==> src/rtl/core/lbds_pkg.sv <==
// Package with the codes, register indexes and payload types of the dimmer sequencer.
package lbds_pkg;

   localparam logic [1:0] OP_SET  = 2'd0;
   localparam logic [1:0] OP_POLL = 2'd1;
   localparam logic [1:0] OP_DONE = 2'd2;
   localparam logic [1:0] OP_NOP  = 2'd3;

   localparam logic [1:0] EV_OK      = 2'd0;
   localparam logic [1:0] EV_TIMEOUT = 2'd1;
   localparam logic [1:0] EV_FAULT   = 2'd2;
   localparam logic [1:0] EV_OTHER   = 2'd3;

   localparam logic [1:0] LOCK_FREE = 2'd0;
   localparam logic [1:0] LOCK_OWN  = 2'd1;

   localparam logic [1:0] CSR_PHYS_MIN  = 2'd0;
   localparam logic [1:0] CSR_OFFSET    = 2'd1;
   localparam logic [1:0] CSR_REQ_LIMIT = 2'd2;

   localparam logic [7:0] PHYS_MIN_RESET  = 8'd0;
   localparam logic [7:0] OFFSET_RESET    = 8'd1;
   localparam logic [7:0] REQ_LIMIT_RESET = 8'd253;

   localparam logic [4:0] CMD_UNKNOWN        = 5'd0;
   localparam logic [4:0] CMD_SET_POWER_ON   = 5'd1;
   localparam logic [4:0] CMD_QRY_POWER_ON   = 5'd2;
   localparam logic [4:0] CMD_SET_SYS_FAIL   = 5'd3;
   localparam logic [4:0] CMD_QRY_SYS_FAIL   = 5'd4;
   localparam logic [4:0] CMD_DAPC           = 5'd5;
   localparam logic [4:0] CMD_QRY_STATUS     = 5'd6;
   localparam logic [4:0] CMD_LED_FIRST      = 5'd7;
   localparam logic [4:0] CMD_LED_LAST       = 5'd14;
   localparam logic [4:0] CMD_QRY_FAILURE    = 5'd15;
   localparam logic [4:0] CMD_QRY_ACTUAL     = 5'd16;
   localparam logic [4:0] CMD_GEAR_FIRST     = 5'd17;
   localparam logic [4:0] CMD_GEAR_LAST      = 5'd23;

   localparam logic [7:0] STATUS_BIT [7] = '{8'h01, 8'h02, 8'h04, 8'h08, 8'h20, 8'h40, 8'h80};

   typedef struct packed {
      logic [1:0] opcode;
      logic [7:0] req_level;
      logic [1:0] addr_method;
      logic [7:0] addr_value;
      logic [4:0] done_command;
      logic [1:0] bus_event;
      logic [7:0] reply_data;
      logic [1:0] lock_owner;
   } req_type;

   typedef struct packed {
      logic       cmd_valid;
      logic [4:0] cmd_code;
      logic [1:0] cmd_method;
      logic [7:0] cmd_address;
      logic [7:0] cmd_payload;
      logic       busy_res;
      logic       lock_take;
      logic       lock_release;
      logic [7:0] level_report;
      logic [7:0] status_report;
      logic [7:0] failure_report;
   } rsp_type;

endpackage

==> src/rtl/core/lbds_req_if.sv <==
// Request channel interface of the dimmer sequencer.
interface lbds_req_if;
   logic       valid;
   logic       ready;
   logic [1:0] opcode;
   logic [7:0] req_level;
   logic [1:0] addr_method;
   logic [7:0] addr_value;
   logic [4:0] done_command;
   logic [1:0] bus_event;
   logic [7:0] reply_data;
   logic [1:0] lock_owner;

   modport source (output valid, output opcode, output req_level, output addr_method,
      output addr_value, output done_command, output bus_event, output reply_data,
      output lock_owner, input ready);
   modport sink (input valid, input opcode, input req_level, input addr_method,
      input addr_value, input done_command, input bus_event, input reply_data,
      input lock_owner, output ready);
endinterface

==> src/rtl/core/lbds_rsp_if.sv <==
// Result channel interface of the dimmer sequencer.
interface lbds_rsp_if;
   logic       valid;
   logic       ready;
   logic       cmd_valid;
   logic [4:0] cmd_code;
   logic [1:0] cmd_method;
   logic [7:0] cmd_address;
   logic [7:0] cmd_payload;
   logic       busy_res;
   logic       lock_take;
   logic       lock_release;
   logic [7:0] level_report;
   logic [7:0] status_report;
   logic [7:0] failure_report;

   modport source (output valid, output cmd_valid, output cmd_code, output cmd_method,
      output cmd_address, output cmd_payload, output busy_res, output lock_take,
      output lock_release, output level_report, output status_report,
      output failure_report, input ready);
   modport sink (input valid, input cmd_valid, input cmd_code, input cmd_method,
      input cmd_address, input cmd_payload, input busy_res, input lock_take,
      input lock_release, input level_report, input status_report,
      input failure_report, output ready);
endinterface

==> src/rtl/core/lbds_csr_if.sv <==
// Configuration write channel interface of the dimmer sequencer.
interface lbds_csr_if;
   logic       valid;
   logic       ready;
   logic [1:0] index;
   logic [7:0] data;

   modport source (output valid, output index, output data, input ready);
   modport sink (input valid, input index, input data, output ready);
endinterface

==> src/rtl/core/lighting_bus_dimmer_sequencer.sv <==
// Top level of the lighting bus dimmer command sequencer.
// Every request transfer yields exactly one result transfer. A request is captured in an
// input register, decoded against the node state once the result register can take it,
// and written to the result register; one request is taken every cycle while the result
// side keeps up. The node state is updated in the decode cycle, which lets each request
// see the effect of the one before it. Configuration writes are always ready and take
// effect at once; indexes beyond the three registers are ignored.
module lighting_bus_dimmer_sequencer
   import lbds_pkg::*;
(
   input logic        clock,
   input logic        reset,
   lbds_req_if.sink   req_chan,
   lbds_rsp_if.source rsp_chan,
   lbds_csr_if.sink   csr_chan
);

   logic [7:0] phys_min_ff;
   logic [7:0] offset_ff;
   logic [7:0] req_limit_ff;

   logic       stage_valid_ff, stage_valid_in;
   req_type    stage_ff;
   logic       out_valid_ff, out_valid_in;
   rsp_type    out_ff, out_in;

   logic [1:0] node_method_ff, node_method_in;
   logic [7:0] node_address_ff, node_address_in;
   logic [7:0] target_level_ff, target_level_in;
   logic [7:0] actual_level_ff, actual_level_in;
   logic [7:0] gear_status_ff, gear_status_in;
   logic [7:0] led_failure_ff, led_failure_in;

   logic       advance;
   logic       req_xfer;
   logic       do_push;
   logic [4:0] push_code;
   logic [7:0] clamped;
   logic [8:0] offset_sum;
   logic [7:0] raised;
   logic       ok, tmo, flt;
   logic [4:0] code;
   logic [7:0] reply;
   logic [7:0] led_bit;
   logic [7:0] gear_bit;

   assign advance  = stage_valid_ff && (!out_valid_ff || rsp_chan.ready);
   assign req_chan.ready = !stage_valid_ff || advance;
   assign req_xfer = req_chan.valid && req_chan.ready;
   assign csr_chan.ready = 1'b1;

   assign stage_valid_in = req_xfer || (stage_valid_ff && !advance);
   assign out_valid_in   = advance || (out_valid_ff && !rsp_chan.ready);

   assign code  = stage_ff.done_command;
   assign reply = stage_ff.reply_data;
   assign ok    = (stage_ff.bus_event == EV_OK);
   assign tmo   = (stage_ff.bus_event == EV_TIMEOUT);
   assign flt   = (stage_ff.bus_event == EV_FAULT);

   assign led_bit  = 8'b1 << 3'(code + 5'd1);
   assign gear_bit = STATUS_BIT[3'(code - CMD_GEAR_FIRST)];

   assign clamped    = (stage_ff.req_level > req_limit_ff) ? req_limit_ff : stage_ff.req_level;
   assign offset_sum = {1'b0, clamped} + {1'b0, offset_ff};

   always_comb begin
      if (clamped == 8'd0) begin
         raised = 8'd0;
      end else begin
         raised = offset_sum[8] ? 8'hFF : offset_sum[7:0];
         if (phys_min_ff != 8'd0 && raised < phys_min_ff) begin
            raised = phys_min_ff;
         end
      end
   end

   always_comb begin
      node_method_in  = node_method_ff;
      node_address_in = node_address_ff;
      target_level_in = target_level_ff;
      actual_level_in = actual_level_ff;
      gear_status_in  = gear_status_ff;
      led_failure_in  = led_failure_ff;
      out_in          = '0;
      do_push         = 1'b0;
      push_code       = CMD_UNKNOWN;
      if (advance) begin
         case (stage_ff.opcode)
            OP_SET: begin
               if (stage_ff.lock_owner inside {LOCK_FREE, LOCK_OWN}) begin
                  out_in.lock_take = (stage_ff.lock_owner == LOCK_FREE);
                  target_level_in  = raised;
                  node_method_in   = stage_ff.addr_method;
                  node_address_in  = stage_ff.addr_value;
                  do_push          = 1'b1;
                  push_code        = CMD_SET_POWER_ON;
               end else begin
                  out_in.busy_res = 1'b1;
               end
            end
            OP_POLL: begin
               out_in.level_report   = (actual_level_ff > offset_ff) ?
                                       actual_level_ff - offset_ff : 8'd0;
               out_in.status_report  = gear_status_ff;
               out_in.failure_report = led_failure_ff;
               node_method_in        = stage_ff.addr_method;
               node_address_in       = stage_ff.addr_value;
               if (stage_ff.lock_owner == LOCK_FREE) begin
                  out_in.lock_take = 1'b1;
                  do_push          = 1'b1;
                  push_code        = CMD_GEAR_FIRST;
               end
            end
            OP_DONE: begin
               case (code)
                  CMD_UNKNOWN: begin
                     do_push   = 1'b1;
                     push_code = CMD_SET_POWER_ON;
                  end
                  CMD_SET_POWER_ON, CMD_SET_SYS_FAIL, CMD_DAPC: begin
                     do_push   = ok;
                     push_code = code + 5'd1;
                  end
                  CMD_QRY_POWER_ON, CMD_QRY_SYS_FAIL: begin
                     do_push   = 1'b1;
                     push_code = (ok && reply == target_level_ff) ? code + 5'd1 : code - 5'd1;
                  end
                  CMD_QRY_STATUS: begin
                     if (!flt) begin
                        if (ok) begin
                           gear_status_in = gear_status_ff | reply;
                        end
                        do_push   = 1'b1;
                        push_code = CMD_LED_FIRST;
                     end
                  end
                  CMD_QRY_FAILURE: begin
                     if (!flt) begin
                        if (ok) begin
                           led_failure_in = led_failure_ff | reply;
                        end
                        do_push   = 1'b1;
                        push_code = CMD_QRY_ACTUAL;
                     end
                  end
                  CMD_QRY_ACTUAL: begin
                     if (ok) begin
                        actual_level_in = reply;
                        out_in.lock_release = (reply == target_level_ff) &&
                           ((phys_min_ff != 8'd0 && target_level_ff >= phys_min_ff) ||
                            target_level_ff == 8'd0);
                     end
                  end
                  default: begin
                     if (code inside {[CMD_LED_FIRST:CMD_LED_LAST]}) begin
                        if (ok) begin
                           led_failure_in = led_failure_ff | led_bit;
                        end else if (tmo) begin
                           led_failure_in = led_failure_ff & ~led_bit;
                        end
                        do_push   = ok || tmo;
                        push_code = code + 5'd1;
                     end else if (code inside {[CMD_GEAR_FIRST:CMD_GEAR_LAST]}) begin
                        if ((code == CMD_GEAR_FIRST) ? tmo : ok) begin
                           gear_status_in = gear_status_ff | gear_bit;
                        end else if ((code == CMD_GEAR_FIRST) ? ok : tmo) begin
                           gear_status_in = gear_status_ff & ~gear_bit;
                        end
                        do_push   = 1'b1;
                        push_code = (code == CMD_GEAR_LAST) ? CMD_QRY_STATUS : code + 5'd1;
                     end
                  end
               endcase
            end
            default: begin
            end
         endcase
      end
      if (do_push) begin
         out_in.cmd_valid   = 1'b1;
         out_in.cmd_code    = push_code;
         out_in.cmd_method  = node_method_in;
         out_in.cmd_address = node_address_in;
         out_in.cmd_payload = (push_code inside {CMD_SET_POWER_ON, CMD_SET_SYS_FAIL, CMD_DAPC}) ?
                              target_level_in : 8'd0;
      end
   end

   always_ff @(posedge clock) begin
      if (reset) begin
         phys_min_ff     <= PHYS_MIN_RESET;
         offset_ff       <= OFFSET_RESET;
         req_limit_ff    <= REQ_LIMIT_RESET;
         stage_valid_ff  <= 1'b0;
         out_valid_ff    <= 1'b0;
         node_method_ff  <= '0;
         node_address_ff <= '0;
         target_level_ff <= '0;
         actual_level_ff <= '0;
         gear_status_ff  <= '0;
         led_failure_ff  <= '0;
      end else begin
         if (csr_chan.valid) begin
            case (csr_chan.index)
               CSR_PHYS_MIN:  phys_min_ff  <= csr_chan.data;
               CSR_OFFSET:    offset_ff    <= csr_chan.data;
               CSR_REQ_LIMIT: req_limit_ff <= csr_chan.data;
               default: begin
               end
            endcase
         end
         stage_valid_ff  <= stage_valid_in;
         out_valid_ff    <= out_valid_in;
         node_method_ff  <= node_method_in;
         node_address_ff <= node_address_in;
         target_level_ff <= target_level_in;
         actual_level_ff <= actual_level_in;
         gear_status_ff  <= gear_status_in;
         led_failure_ff  <= led_failure_in;
      end
   end

   always_ff @(posedge clock) begin
      if (req_xfer) begin
         stage_ff.opcode       <= req_chan.opcode;
         stage_ff.req_level    <= req_chan.req_level;
         stage_ff.addr_method  <= req_chan.addr_method;
         stage_ff.addr_value   <= req_chan.addr_value;
         stage_ff.done_command <= req_chan.done_command;
         stage_ff.bus_event    <= req_chan.bus_event;
         stage_ff.reply_data   <= req_chan.reply_data;
         stage_ff.lock_owner   <= req_chan.lock_owner;
      end
      if (advance) begin
         out_ff <= out_in;
      end
   end

   assign rsp_chan.valid          = out_valid_ff;
   assign rsp_chan.cmd_valid      = out_ff.cmd_valid;
   assign rsp_chan.cmd_code       = out_ff.cmd_code;
   assign rsp_chan.cmd_method     = out_ff.cmd_method;
   assign rsp_chan.cmd_address    = out_ff.cmd_address;
   assign rsp_chan.cmd_payload    = out_ff.cmd_payload;
   assign rsp_chan.busy_res       = out_ff.busy_res;
   assign rsp_chan.lock_take      = out_ff.lock_take;
   assign rsp_chan.lock_release   = out_ff.lock_release;
   assign rsp_chan.level_report   = out_ff.level_report;
   assign rsp_chan.status_report  = out_ff.status_report;
   assign rsp_chan.failure_report = out_ff.failure_report;

endmodule

==> src/flat_wrapper.sv <==
// flat-port wrapper written by rule: the top's interface ports become plain ports
module lighting_bus_dimmer_sequencer_flat import lbds_pkg::*;
  (clock, reset, req_chan_valid, req_chan_opcode, req_chan_req_level, req_chan_addr_method, req_chan_addr_value, req_chan_done_command, req_chan_bus_event, req_chan_reply_data, req_chan_lock_owner, req_chan_ready, rsp_chan_valid, rsp_chan_cmd_valid, rsp_chan_cmd_code, rsp_chan_cmd_method, rsp_chan_cmd_address, rsp_chan_cmd_payload, rsp_chan_busy_res, rsp_chan_lock_take, rsp_chan_lock_release, rsp_chan_level_report, rsp_chan_status_report, rsp_chan_failure_report, rsp_chan_ready, csr_chan_valid, csr_chan_index, csr_chan_data, csr_chan_ready);
  lbds_req_if req_chan_i ();
  lbds_rsp_if rsp_chan_i ();
  lbds_csr_if csr_chan_i ();
  input logic clock;
  input logic reset;
  input wire logic [$bits(req_chan_i.valid)-1:0] req_chan_valid;
  input wire logic [$bits(req_chan_i.opcode)-1:0] req_chan_opcode;
  input wire logic [$bits(req_chan_i.req_level)-1:0] req_chan_req_level;
  input wire logic [$bits(req_chan_i.addr_method)-1:0] req_chan_addr_method;
  input wire logic [$bits(req_chan_i.addr_value)-1:0] req_chan_addr_value;
  input wire logic [$bits(req_chan_i.done_command)-1:0] req_chan_done_command;
  input wire logic [$bits(req_chan_i.bus_event)-1:0] req_chan_bus_event;
  input wire logic [$bits(req_chan_i.reply_data)-1:0] req_chan_reply_data;
  input wire logic [$bits(req_chan_i.lock_owner)-1:0] req_chan_lock_owner;
  output wire logic [$bits(req_chan_i.ready)-1:0] req_chan_ready;
  output wire logic [$bits(rsp_chan_i.valid)-1:0] rsp_chan_valid;
  output wire logic [$bits(rsp_chan_i.cmd_valid)-1:0] rsp_chan_cmd_valid;
  output wire logic [$bits(rsp_chan_i.cmd_code)-1:0] rsp_chan_cmd_code;
  output wire logic [$bits(rsp_chan_i.cmd_method)-1:0] rsp_chan_cmd_method;
  output wire logic [$bits(rsp_chan_i.cmd_address)-1:0] rsp_chan_cmd_address;
  output wire logic [$bits(rsp_chan_i.cmd_payload)-1:0] rsp_chan_cmd_payload;
  output wire logic [$bits(rsp_chan_i.busy_res)-1:0] rsp_chan_busy_res;
  output wire logic [$bits(rsp_chan_i.lock_take)-1:0] rsp_chan_lock_take;
  output wire logic [$bits(rsp_chan_i.lock_release)-1:0] rsp_chan_lock_release;
  output wire logic [$bits(rsp_chan_i.level_report)-1:0] rsp_chan_level_report;
  output wire logic [$bits(rsp_chan_i.status_report)-1:0] rsp_chan_status_report;
  output wire logic [$bits(rsp_chan_i.failure_report)-1:0] rsp_chan_failure_report;
  input wire logic [$bits(rsp_chan_i.ready)-1:0] rsp_chan_ready;
  input wire logic [$bits(csr_chan_i.valid)-1:0] csr_chan_valid;
  input wire logic [$bits(csr_chan_i.index)-1:0] csr_chan_index;
  input wire logic [$bits(csr_chan_i.data)-1:0] csr_chan_data;
  output wire logic [$bits(csr_chan_i.ready)-1:0] csr_chan_ready;
  assign req_chan_i.valid = req_chan_valid;
  assign req_chan_i.opcode = req_chan_opcode;
  assign req_chan_i.req_level = req_chan_req_level;
  assign req_chan_i.addr_method = req_chan_addr_method;
  assign req_chan_i.addr_value = req_chan_addr_value;
  assign req_chan_i.done_command = req_chan_done_command;
  assign req_chan_i.bus_event = req_chan_bus_event;
  assign req_chan_i.reply_data = req_chan_reply_data;
  assign req_chan_i.lock_owner = req_chan_lock_owner;
  assign req_chan_ready = req_chan_i.ready;
  assign rsp_chan_valid = rsp_chan_i.valid;
  assign rsp_chan_cmd_valid = rsp_chan_i.cmd_valid;
  assign rsp_chan_cmd_code = rsp_chan_i.cmd_code;
  assign rsp_chan_cmd_method = rsp_chan_i.cmd_method;
  assign rsp_chan_cmd_address = rsp_chan_i.cmd_address;
  assign rsp_chan_cmd_payload = rsp_chan_i.cmd_payload;
  assign rsp_chan_busy_res = rsp_chan_i.busy_res;
  assign rsp_chan_lock_take = rsp_chan_i.lock_take;
  assign rsp_chan_lock_release = rsp_chan_i.lock_release;
  assign rsp_chan_level_report = rsp_chan_i.level_report;
  assign rsp_chan_status_report = rsp_chan_i.status_report;
  assign rsp_chan_failure_report = rsp_chan_i.failure_report;
  assign rsp_chan_i.ready = rsp_chan_ready;
  assign csr_chan_i.valid = csr_chan_valid;
  assign csr_chan_i.index = csr_chan_index;
  assign csr_chan_i.data = csr_chan_data;
  assign csr_chan_ready = csr_chan_i.ready;
  lighting_bus_dimmer_sequencer u_core (.clock(clock), .reset(reset), .req_chan(req_chan_i), .rsp_chan(rsp_chan_i), .csr_chan(csr_chan_i));
endmodule
==> config.mk <==
export PLATFORM = sky130hd
export DESIGN_NAME = lighting_bus_dimmer_sequencer_flat
export DESIGN_NICKNAME = d
export VERILOG_FILES = /design/src/rtl/core/lbds_pkg.sv /design/src/rtl/core/lbds_req_if.sv /design/src/rtl/core/lbds_rsp_if.sv /design/src/rtl/core/lbds_csr_if.sv /design/src/rtl/core/lighting_bus_dimmer_sequencer.sv /design/src/flat_wrapper.sv
export SDC_FILE = /design/constraint.sdc
export NUM_CORES = 1
export LEC_CHECK = 0
export ABC_AREA = 1
export BUFFER_PORTS_ARGS = -buffer_cell sky130_fd_sc_hd__buf_2
export CAP_MARGIN = 40
export CORE_UTILIZATION = 40
export CTS_BUF_LIST = sky130_fd_sc_hd__clkbuf_4 sky130_fd_sc_hd__clkbuf_8
export DETAILED_ROUTE_END_ITERATION = 16
export PLACE_DENSITY = 0.62
export SETUP_SLACK_MARGIN = 0.02
export SKIP_LAST_GASP = 1
export SLEW_MARGIN = 0
export SYNTH_ARGS = -nofsm -noshare
export SYNTH_HDL_FRONTEND = slang
export SYNTH_SLANG_ARGS = --single-unit
==> constraint.sdc <==
create_clock -name clock -period 5.82 [get_ports clock]
set_input_delay 0.582 -clock clock [delete_from_list [all_inputs] [get_ports clock]]
set_output_delay 0.582 -clock clock [all_outputs]
set_load 0.03 [all_outputs]
* Yosys cells after proc, flatten, opt, wreduce, memory -nomap -nowiden
Memories as Yosys holds them, arrays and structs flattened.
Index checks and enable logic that the tools add are counted.
** Cells by class
- $lt $le $gt $ge :: 9
- Eq/ne operators :: 26
- Reductions and logical operators :: 49
- $add $sub $neg :: 5
- Shift-type cells :: 1
- Muxes and demuxes :: 54
- Bitwise gates (word level) :: 11
** Operator list (number)
- 8-bit 2-to-1 mux :: 23
- 8-bit case mux with 2 select lines :: 3
- 5-bit 2-to-1 mux :: 7
- 8-bit OR :: 4
- 5-bit case mux with 6 select lines :: 1
- 24-bit 2-to-1 mux :: 1
- 5-bit by 3-bit == test with 1-bit output (second input constant) :: 4
- 8-bit AND :: 2
- 8-bit > comparator :: 2
- 8-bit zero test :: 2
- 8-bit inverter :: 2
- 8-bit OR reduction :: 2
- 5-bit by 2-bit == test with 1-bit output (second input constant) :: 3
- 5-bit == test (second input constant) :: 3
- 5-bit case mux with 3 select lines :: 1
- 1-bit 2-to-1 mux :: 11
- 5-bit by 1-bit == test with 1-bit output (second input constant) :: 2
- 1-bit logical AND :: 10
- 2-bit AND reduction :: 5
- 8-bit by 8-bit adder with 9-bit output :: 1
- 2-bit by 1-bit == test with 1-bit output (second input constant) :: 4
- 8-bit == test :: 1
- 8-bit greater-or-equal comparator :: 1
- 2-bit zero test :: 4
- other kinds (35) :: 56
** Storage, ports and cells
- Bits in read-only memories :: 64
- Memories :: 1
- Word-level logic and storage cells :: 186
- Input bits :: 52
- Flip-flop bits (word level) :: 156
- Output and inout port bits :: 54
** Memory list
- (no name shown) :: depth 8, width 8, read ports 1, clocked after memory_dff 0, write ports 0, RTL line lighting_bus_dimmer_sequencer.sv:62 : assign gear_bit = STATUS_BIT[3'(code - CMD_GEAR_FIRST)];

* Longest topological paths before layout
Gate-level depths: netlist (run 1).
- Depth in word-level cells :: 13
- Depth in mapped cells :: 33
- Depth with buffers taken out :: 33

* Worst setup path after synthesis (run 1)
No wires, ideal clock.
- Kind :: register -> register
- Start :: register u_core.stage_ff[34] (netlist name)
- End :: register u_core.out_ff (netlist bit u_core.rsp_chan.cmd_payload[0]) (data pin)
- Slack :: 1.716 ns
- Data arrival time :: 3.957 ns
- Data required time :: 5.673 ns
- Buffers on the path :: 0
- Stages on the path, launching flop included :: 29
- Clock period less this slack :: 4.104 ns
- Library setup time :: 0.147 ns
- Path through :: edfxtp_1 ha_1 nand2_1 nor2_1 nand4_1 nand2_2 nand2_1 nand2_1 inv_1 ha_1 inv_1 fa_1 inv_1 nand3_1 nand2_1 nand2_1 nand2_1 inv_1 nand2_1 nor2_1 inv_1 ha_1 a21oi_1 o21ai_0 nor3_2 nand2_1 nand2_1 nand3_1 a21oi_1
** On the way
- Longest elaborated chain between the ends :: 11
- Elaborated cells on any way between the ends :: 12
- Classes of those cells :: add/sub (1); order compare (2); mux (7); reduce/logical (2)
** Ends and longest elaborated chain
- start, declared :: RTL line lighting_bus_dimmer_sequencer.sv:23 : req_type stage_ff;
- 8-bit > comparator :: RTL line lighting_bus_dimmer_sequencer.sv:64 : assign clamped = (stage_ff.req_level > req_limit_ff) ? req_limit_ff : stage_ff.req_level;
- 8-bit 2-to-1 mux (*) :: RTL line lighting_bus_dimmer_sequencer.sv:64
- 8-bit by 8-bit adder with 9-bit output :: RTL line lighting_bus_dimmer_sequencer.sv:65 : assign offset_sum = {1'b0, clamped} + {1'b0, offset_ff};
- 8-bit 2-to-1 mux :: RTL line lighting_bus_dimmer_sequencer.sv:71 : raised = offset_sum[8] ? 8'hFF : offset_sum[7:0];
- 8-bit less-than comparator :: RTL line lighting_bus_dimmer_sequencer.sv:72 : if (phys_min_ff != 8'd0 && raised < phys_min_ff) begin
- 1-bit logical AND :: RTL line lighting_bus_dimmer_sequencer.sv:72
- 8-bit 2-to-1 mux :: RTL line lighting_bus_dimmer_sequencer.sv:72
- 8-bit 2-to-1 mux (*) :: RTL line lighting_bus_dimmer_sequencer.sv:68 : if (clamped == 8'd0) begin
- 8-bit 2-to-1 mux (*) :: RTL line lighting_bus_dimmer_sequencer.sv:91 : if (stage_ff.lock_owner inside {LOCK_FREE, LOCK_OWN}) begin
- 8-bit 2-to-1 mux (*) :: RTL line lighting_bus_dimmer_sequencer.sv:89 : case (stage_ff.opcode)
- 8-bit 2-to-1 mux (*) :: RTL line lighting_bus_dimmer_sequencer.sv:88 : if (advance) begin
- end signal, assigned :: RTL line lighting_bus_dimmer_sequencer.sv:236 : out_ff <= out_in;
- end, declared :: RTL line lighting_bus_dimmer_sequencer.sv:25 : rsp_type out_ff, out_in;
Mark *: on every way between the ends. The rest lies on a longest branch, timed or not.
A chain may end at the register's enable or synchronous reset.

* Worst setup path after layout (run 1)
- Start :: register u_core.stage_ff[34] (netlist name)
- End :: register u_core.out_ff (netlist bit u_core.rsp_chan.cmd_payload[3]) (data pin)
Same word-level chain as after synthesis.

==> summary.txt, run 1 <==
H-tree Lvls: 4
TritonCTS clock tree: built
vias in the first global route: 6,076
antenna violations before repair: 0
Max-cap violations: 0
core area: 19,700 µm²
period utilisation layout: 82.1%
DR vias: 6,721
worst slew pin tran: 657 ps
Post-Place Worst Slack: 1130 ps
Total GRT Usage: 19.8%
largest net degree at the start of global routing: 48
Fin. Hold Viols: 0
ratio of cells with drive above 1 in the final layout: 14.9%
Req. time, crit path: 6120 ps
fraction of registers with async set/reset: 0%
per-cell routed wire length: 14.5 µm
P per Cell Area: 264 nW/µm²
post-synthesis sequential area ratio: 49.0%
Yosys reg bits: 156
clk_lat worst skew: 470 ps
CTS max path bufs: 2
row cnt: 51
CTS sink cnt: 156
Setup CP Type: register to register
cell area after layout: 9350 µm²
post-synthesis cell area: 8160 µm²
Root Buffer Master: clkbuf_8
Die W: 145 µm
status: finished, final reports clean
Die ar.: 21,000 µm²
Syn. warnings: 0
max incr delay on CP: 420 ps
EDFF count, synth: 88
area grow syn2layout: 14.6%
final worst setup slack: 1040 ps
Pins Over Slew Limit: 0
DRT Pass-1 Iters: 5
first-pass GRT wire length: 31.5 mm
skew final: 19.0 ps
Vias/cell: 4.93
final setup fails: 0
GP Congestion: 0.903
Yosys top cell area share: 32.4%
Hold WS: 283 ps
top fanout value on the critical path: 9
FF+latch area: 4000 µm²
Leak: 0.00419 µW
hold depth: 1
Syn Nets: 1,081
post-layout minimum cycle time: 4780 ps
post-CTS sizing: 0
worst r2r path cells: 28
Die Y: 145 µm
Cells after Synth: 980
dominant synthesized flop cell: edfxtp_1
f_max: 209 MHz
postcts setup bufs: 0
1st-iter DRT viols: 477
Netlist cell types: 40
post-cts hold buffer count: 0
number of placed I/O pins: 106
initial core utilization: 41.4%
# fillers: 1,927
Slowest cell on crit path: nor3_2
Worst setup SP type: register
Final ANT Viol Nets: 0
most used cell along the critical path: nand2_1
total CTS buffers: 17
Nets: 1,187
antenna cells: 0
Synth area leader: edfxtp_1
Area after DPL: 8950 µm²
DP HPWL: 14.4 mm
endpoint type of the worst setup path: register
Setup TNS: 0 ps
crit path DAT: 5070 ps
Peak VDD IR: 0.000123 V
Worst slew margin: 56.1%
DRC errors left: 0
RSZ-0062 raised after global routing: false
HP Class: input port to register
final WL: 19.7 mm
area of the multi-input gates: 3500 µm²
remaining global-route overflow: 0
Worst-path clk slew: 100 ps
top cells by area, synth: edfxtp_1, dfxtp_1, nand2_1, ha_1, inv_1
port bufs: 104
Avg Synthesized Cell Area: 8.33 µm²
==> layer usage <==
layer	track usage [%]	part of all wire [%]
met1	27.8	49
met2	30.2	44
met3	3.29	5.3
met4	7.70	2.1
met5	0	0
==> logic make-up after synthesis <==
kind of cell | count (synthesis) | synth area share [%]
AOI/OAI and AO/OA | 185 | 12.1
other | 1 | 0.0459
DFF | 156 | 49.0
buffers and inverters | 173 | 8.14
xor gates and xnor gates | 7 | 0.751
muxes | 10 | 1.23
and+or+nand+nor | 399 | 21.0
adders and majority gates | 49 | 7.69
==> critical path, delay by kind of cell, from the launching register on <==
kind,cells,cell delay (ps)
AND/OR/NAND/NOR,16,2420
adder cells (fa/ha/maj),4,980
AO/OA/AOI/OAI,3,430
flip-flops,1,400
buffers and inverters,5,360
==> worst paths after layout <==
path	start	end	slack (ps)
worst max-delay path	u_core.stage_ff[34]$_DFFE_PP_	u_core.rsp_chan.cmd_payload[3]$_SDFFCE_PN0P_	1040
worst max register to register	u_core.stage_ff[34]$_DFFE_PP_	u_core.rsp_chan.cmd_payload[3]$_SDFFCE_PN0P_	1040
worst min register to register	u_core.gear_status_ff[4]$_SDFFE_PP0P_	u_core.gear_status_ff[4]$_SDFFE_PP0P_	460
worst min-delay path	req_chan_req_level[7]	u_core.stage_ff[34]$_DFFE_PP_	280
==> state kept, by name (all words and copies together) (netlist names), 2 cells and up, named ones only <==
| register | flops |
|---|---|
| u_core.req_limit_ff | 8 |
| u_core.rsp_chan.level_report | 8 |
| u_core.code | 5 |
| u_core.rsp_chan.cmd_code | 5 |
| u_core.rsp_chan.status_report | 8 |
| u_core.rsp_chan.cmd_payload | 8 |
| u_core.node_address_ff | 8 |
| u_core.actual_level_ff | 8 |
| u_core.stage_ff | 24 |
| u_core.offset_ff | 8 |
| u_core.reply | 8 |
| u_core.target_level_ff | 8 |
| u_core.rsp_chan.cmd_address | 8 |
| u_core.rsp_chan.cmd_method | 2 |
| u_core.phys_min_ff | 8 |
| u_core.rsp_chan.failure_report | 8 |
| u_core.node_method_ff | 2 |
==> Yosys cell counts, types with 2 or more instances <==
cell type    n
a21oi_1     92
a31oi_1     15
buf_2        3
clkbuf_1    16
dfxtp_1     68
edfxtp_1    88
fa_1         2
ha_1        47
inv_1      148
inv_2        3
mux2i_1     10
nand2_1    164
nand2_2      4
nand3_1     74
nand3_2      4
nand4_1     10
nor2_1     119
nor2_2       5
nor2_4       2
nor3_1      10
nor4_1       3
o211ai_1     8
o21ai_0     59
o21ai_1      4
or2_2        2
xnor2_1      2
xor2_1       5
==> through the flow <==
step,total power [µW],utilization (%),cells
CTS,2490,47.4,1364
floorplan,1540,-,980
detailed placement,1660,45.4,1332
finish,2470,47.4,1364
global placement,1650,45.4,1332
global route,2590,47.4,1364
==> area by class of cell <==
cell class | instances | share of cell area [%]
Clock buffer | 18 | 2.58
Tap cell | 265 | 3.55
Sequential cell | 156 | 42.8
Multi-Input combinational cell | 651 | 37.4
Clock inverter | 14 | 1.70
Timing Repair Buffer | 108 | 5.89
Inverter | 152 | 6.10
==> power by group <==
| group | internal (µW) | switching, µW | leakage, µW |
|---|---|---|---|
| sequential | 1210 | 24.6 | 0.00139 |
| clock | 396 | 437 | 0.000201 |
| combinational | 131 | 269 | 0.00260 |
==> layout by cell type, fill, tap and decap left out, drive strengths merged, types with 2 or more instances in the layout <==
cell,instances
xnor2,2
dfxtp,68
a31oi,15
fa,2
mux2i,10
xor2,5
a21oi,93
clkinvlp,2
nor2,126
o21ai,63
nand3,78
buf,108
nand4,10
inv,159
clkbuf,18
nor4,3
nor3,11
nand2,168
ha,47
edfxtp,88
bufinv,2
or2,2
clkinv,3
o211ai,9
Power figures use the tool's default switching activity.
==> inputs of run 2 (changes only) <==
Settings changed: PLACE_DENSITY 0.62 to 0.64.
Clock period 5.82 ns to 4.11 ns, I/O delays scaled along.
==> summary.txt, run 2 (synthesized netlist as in run 1, its figures left out) <==
P per Cell Area: 367 nW/µm²
Die W: 145 µm
final setup fails: 0
status: finished, final reports clean
Max-cap violations: 0
RSZ-0062 raised after global routing: true
Fin. Hold Viols: 0
Die Y: 145 µm
per-cell routed wire length: 14.8 µm
DRC errors left: 0
vias in the first global route: 6,494
core area: 19,700 µm²
DRT Pass-1 Iters: 5
Setup CP Type: register to register
f_max: 245 MHz
commonest non-fill, non-tap cell in the layout: nand2_1
skew final: 19.5 ps
initial core utilization: 41.4%
Final ANT Viol Nets: 0
most frequent cells in the layout: nand2_1, inv_1, nor2_1
post-layout minimum cycle time: 4080 ps
DP HPWL: 15.0 mm
TritonCTS clock tree: built
Worst slew margin: 55.5%
largest net degree at the start of global routing: 38
crit path DAT: 4300 ps
period utilisation layout: 99.3%
ratio of cells with drive above 1 in the final layout: 22.6%
CTS sink cnt: 156
clk_lat worst skew: 470 ps
fin util: 50.2%
Nets: 1,218
antenna violations before repair: 0
port bufs: 104
Total GRT Usage: 20.5%
endpoint type of the worst setup path: register
number of placed I/O pins: 106
antenna cells: 0
Setup TNS: 0 ps
GP Congestion: 0.913
Worst setup SP type: register
top fanout value on the critical path: 6
Worst-path clk slew: 100 ps
H-tree Lvls: 4
Leak: 0.00436 µW
Post-Place Worst Slack: -161 ps
Peak VDD IR: 0.000202 V
Vias/cell: 5.03
area grow syn2layout: 21.2%
CTS max path bufs: 2
Die ar.: 21,000 µm²
remaining global-route overflow: 0
Root Buffer Master: clkbuf_8
worst slew pin tran: 666 ps
HP Class: input port to register
row cnt: 51
DR vias: 7,011
final WL: 20.6 mm
first-pass GRT wire length: 32.7 mm
Req. time, crit path: 4330 ps
final worst setup slack: 30.2 ps
total CTS buffers: 17
Largest Register: u_core.stage_ff
Largest register FFs: 24
Pins Over Slew Limit: 0
1st-iter DRT viols: 508
# fillers: 1,901
run 2: timing repair:
action                     4_1_cts  5_1_grt
hold buffers                     0        0
gates resized for setup         10       57
pin swaps                        8       31
buffers inserted                 5        4
setup endpoints to repair       16       16
run 2: area by class of cell:
| cell class | instances | area (µm²) | area share, % |
|---|---|---|---|
| Inverter | 152 | 571 | 5.76 |
| Clock inverter | 15 | 171 | 1.73 |
| Multi-Input combinational cell | 651 | 3780 | 38.2 |
| Clock buffer | 17 | 234 | 2.36 |
| Timing Repair Buffer | 139 | 803 | 8.12 |
| Sequential cell | 156 | 4000 | 40.5 |
| Tap cell | 265 | 332 | 3.35 |
run 2: critical path: stages (launching register included):
cell,delay (ps)
edfxtp_1,410
ha_1,340
nand2_4,60
nor2_4,100
nand4_1,210
buf_4,230
nand3_1,70
nand2_1,70
inv_1,50
ha_1,270
nand2_1,130
inv_1,60
a21oi_2,170
nand2_2,80
inv_2,80
nand2_1,70
nor2_2,140
inv_2,60
ha_4,220
a21oi_2,140
o21ai_1,80
nor3_2,270
buf_4,190
nand3_1,120
nand3_4,130
a21oi_2,60
run 2: final timing paths:
path / from / end / slack, ps / cells past startpoint
min reg2reg: u_core.gear_status_ff[4]$_SDFFE_PP0P_ / u_core.gear_status_ff[4]$_SDFFE_PP0P_ / 460 / 2
max: u_core.stage_ff[33]$_DFFE_PP_ / u_core.rsp_chan.cmd_payload[5]$_SDFFCE_PN0P_ / 30 / 25
max reg2reg: u_core.stage_ff[33]$_DFFE_PP_ / u_core.rsp_chan.cmd_payload[5]$_SDFFCE_PN0P_ / 30 / 25
min: req_chan_req_level[1] / u_core.stage_ff[28]$_DFFE_PP_ / 110 / 1
run 2: power by group:
group / leakage (µW) / internal [µW] / switching (µW) / total [µW]
Combinational: 0.00277 / 273 / 450 / 723
Clock: 0.000198 / 463 / 702 / 1160
Sequential: 0.00139 / 1710 / 34.8 / 1750
Total: 0.00436 / 2450 / 1190 / 3630
run 2: per-stage QoR:
step	area [µm²]	total power [µW]	hold WS, ps	std cells
after floorplan	8170	2190	435	980
after global placement	9110	2380	447	1353
after detailed placement	9140	2390	447	1354
after CTS	9640	3580	79.8	1391
after global routing	9900	3810	67.8	1395
final	9900	3630	108	1395
run 2: routing by layer:
metal,track usage (%),vias up,share of wire [%]
li1,-,3541,-
met1,27.4,3222,46
met2,33.2,220,46
met3,4.38,28,6.0
met4,5.98,0,1.8
met5,0,-,0
==> inputs of run 3 (changes only) <==
Settings changed: REMOVE_ABC_BUFFERS set to 1.
==> summary.txt, run 3 (synthesized netlist as in run 1, its figures left out) <==
most frequent cells in the layout: nand2_1, inv_1, nor2_1
clk_lat worst skew: 460 ps
area grow syn2layout: 22.7%
Hold Crit Start: req_chan_req_level[7]
f_max: 250 MHz
H-tree Lvls: 4
DRT Pass-1 Iters: 7
number of placed I/O pins: 106
Hold Path End: u_core.stage_ff[34]$_DFFE_PP_
antenna cells: 0
Total GRT Usage: 20.0%
vias in the first global route: 6,279
DP HPWL: 14.6 mm
Setup CP Type: register to register
non-filler cells in the finished layout: 1,391
Nets: 1,214
endpoint type of the worst setup path: register
port bufs: 104
Worst slew margin: 51.9%
crit path DAT: 4210 ps
Cell Int Power: 2560 µW
largest net degree at the start of global routing: 38
Root Buffer Master: clkbuf_8
Vias/cell: 5.07
antenna violations before repair: 0
RSZ-0062 raised after global routing: true
Largest Register: u_core.stage_ff
Worst setup SP type: register
Worst R2R Setup Slack: 120 ps
worst r2r path cells: 23
Die Y: 145 µm
core area: 19,700 µm²
Max-cap violations: 0
DR vias: 7,046
Peak VDD IR: 0.000204 V
remaining global-route overflow: 0
total CTS buffers: 17
Pins Over Slew Limit: 0
Die W: 145 µm
post-cts hold buffer count: 0
Req. time, crit path: 4330 ps
skew final: 14.6 ps
Die ar.: 21,000 µm²
area of the multi-input gates: 3920 µm²
Fin. Hold Viols: 0
TritonCTS clock tree: built
post-layout minimum cycle time: 3990 ps
final setup fails: 0
dpl cells: 1,344
launch point of the worst reg-to-reg path: u_core.stage_ff[34]$_DFFE_PP_
Final ANT Viol Nets: 0
GP Congestion: 0.864
row cnt: 51
FF+latch area: 4000 µm²
status: finished, final reports clean
# fillers: 1,825
final WL: 21.0 mm
P per Cell Area: 369 nW/µm²
CTS max path bufs: 2
Final Power: 3700 µW
Worst-path clk slew: 100 ps
worst slew pin tran: 719 ps
ratio of cells with drive above 1 in the final layout: 23.4%
Clk network pwr share: 32.5%
FF-to-FF End: u_core.rsp_chan.cmd_payload[7]$_SDFFCE_PN0P_
Psw: 1140 µW
per-cell routed wire length: 15.1 µm
DRC errors left: 0
commonest non-fill, non-tap cell in the layout: nand2_1
HP Class: input port to register
period utilisation layout: 97.1%
top fanout value on the critical path: 8
first-pass GRT wire length: 32.0 mm
logic gate share of total power: 20.3%
CTS sink cnt: 156
1st-iter DRT viols: 492
initial core utilization: 41.4%
Leak: 0.00436 µW
switching share of power: 30.9%
Largest register FFs: 24
sequential power share: 47.2%
hold depth: 1
-- run 3: changes by cell type in the layout (fill, tap and decap cells not counted), sizes merged --
cell,before,now
bufinv,0,2
buf,139,135
clkinv,5,3
-- run 3: worst max-delay path by stage --
stage,cells past startpoint,slack [ps],start,to
after global routing,25,-150,u_core.stage_ff[34]$_DFFE_PP_,u_core.rsp_chan.cmd_payload[5]$_SDFFCE_PN0P_
after global placement,28,100,u_core.stage_ff[34]$_DFFE_PP_,u_core.rsp_chan.cmd_payload[7]$_SDFFCE_PN0P_
after CTS,27,20,u_core.stage_ff[32]$_DFFE_PP_,u_core.rsp_chan.cmd_payload[3]$_SDFFCE_PN0P_
after detailed placement,28,-40,u_core.stage_ff[32]$_DFFE_PP_,u_core.rsp_chan.cmd_payload[4]$_SDFFCE_PN0P_
after floorplan,28,6,u_core.stage_ff[34]$_DFFE_PP_,u_core.rsp_chan.cmd_payload[0]$_SDFFCE_PN0P_
final,23,120,u_core.stage_ff[34]$_DFFE_PP_,u_core.rsp_chan.cmd_payload[7]$_SDFFCE_PN0P_
-- run 3: area by class of cell --
class                   count  share of cell area [%]
flip-flops and latches    156                    40.0
multi-input cells         651                    39.2
repair buffers            135                    7.79
inverters                 152                    5.69
well taps                 265                    3.31
clock buffers              17                    2.34
clock inverters            15                    1.75
-- run 3: per-stage QoR --
stage	hold slack [ps]	util, %	setup WS [ps]	cell area (µm²)	TNS [ps]
floorplan	430	-	5.68	8070	0
global placement	450	45.8	97.9	9030	0
detailed placement	459	46.0	-39.2	9060	-155
CTS	80.2	48.6	23.1	9580	0
global route	90.4	50.8	-149	10000	-1130
finish	114	50.8	118	10000	0
-- run 3: repair_timing --
| item | CTS | global route |
|---|---|---|
| pin swaps | 8 | 37 |
| resized for setup | 16 | 74 |
| buffers inserted | 4 | 11 |
| endpoints found under the setup margin | 11 | 16 |
-- run 3: routing by layer --
metal	track usage [%]	part of all wire [%]	vias up
met5	0	0	-
met4	6.59	1.8	0
met3	4.28	6.1	26
met2	31.7	46	221
met1	27.0	46	3267
li1	-	-	3532
-- run 3: critical path, cell delays in order (launching register included) --
cell      delay (ps)
edfxtp_1         450
ha_4             310
nand2_4           50
nor2_4           100
nand4_1          200
buf_4            220
nand3_1           90
nand2_2           70
inv_2             60
ha_4             210
a21oi_2          130
nand2_1          100
buf_4            170
or2_2            300
a21oi_4          180
inv_1             60
ha_1             310
a21oi_2          150
nand2_1           80
nand2_2          100
buf_6            160
nand3_1           90
nand3_2          100
a21oi_1           70
-- run 3: power by group through the flow --
stage	Sequential [µW]	Combinational, µW	Clock, µW
detailed placement	1780	583	0
floorplan	1820	361	0
global placement	1780	575	0
CTS	1750	613	1230
global route	1750	829	1280
finish	1750	750	1200
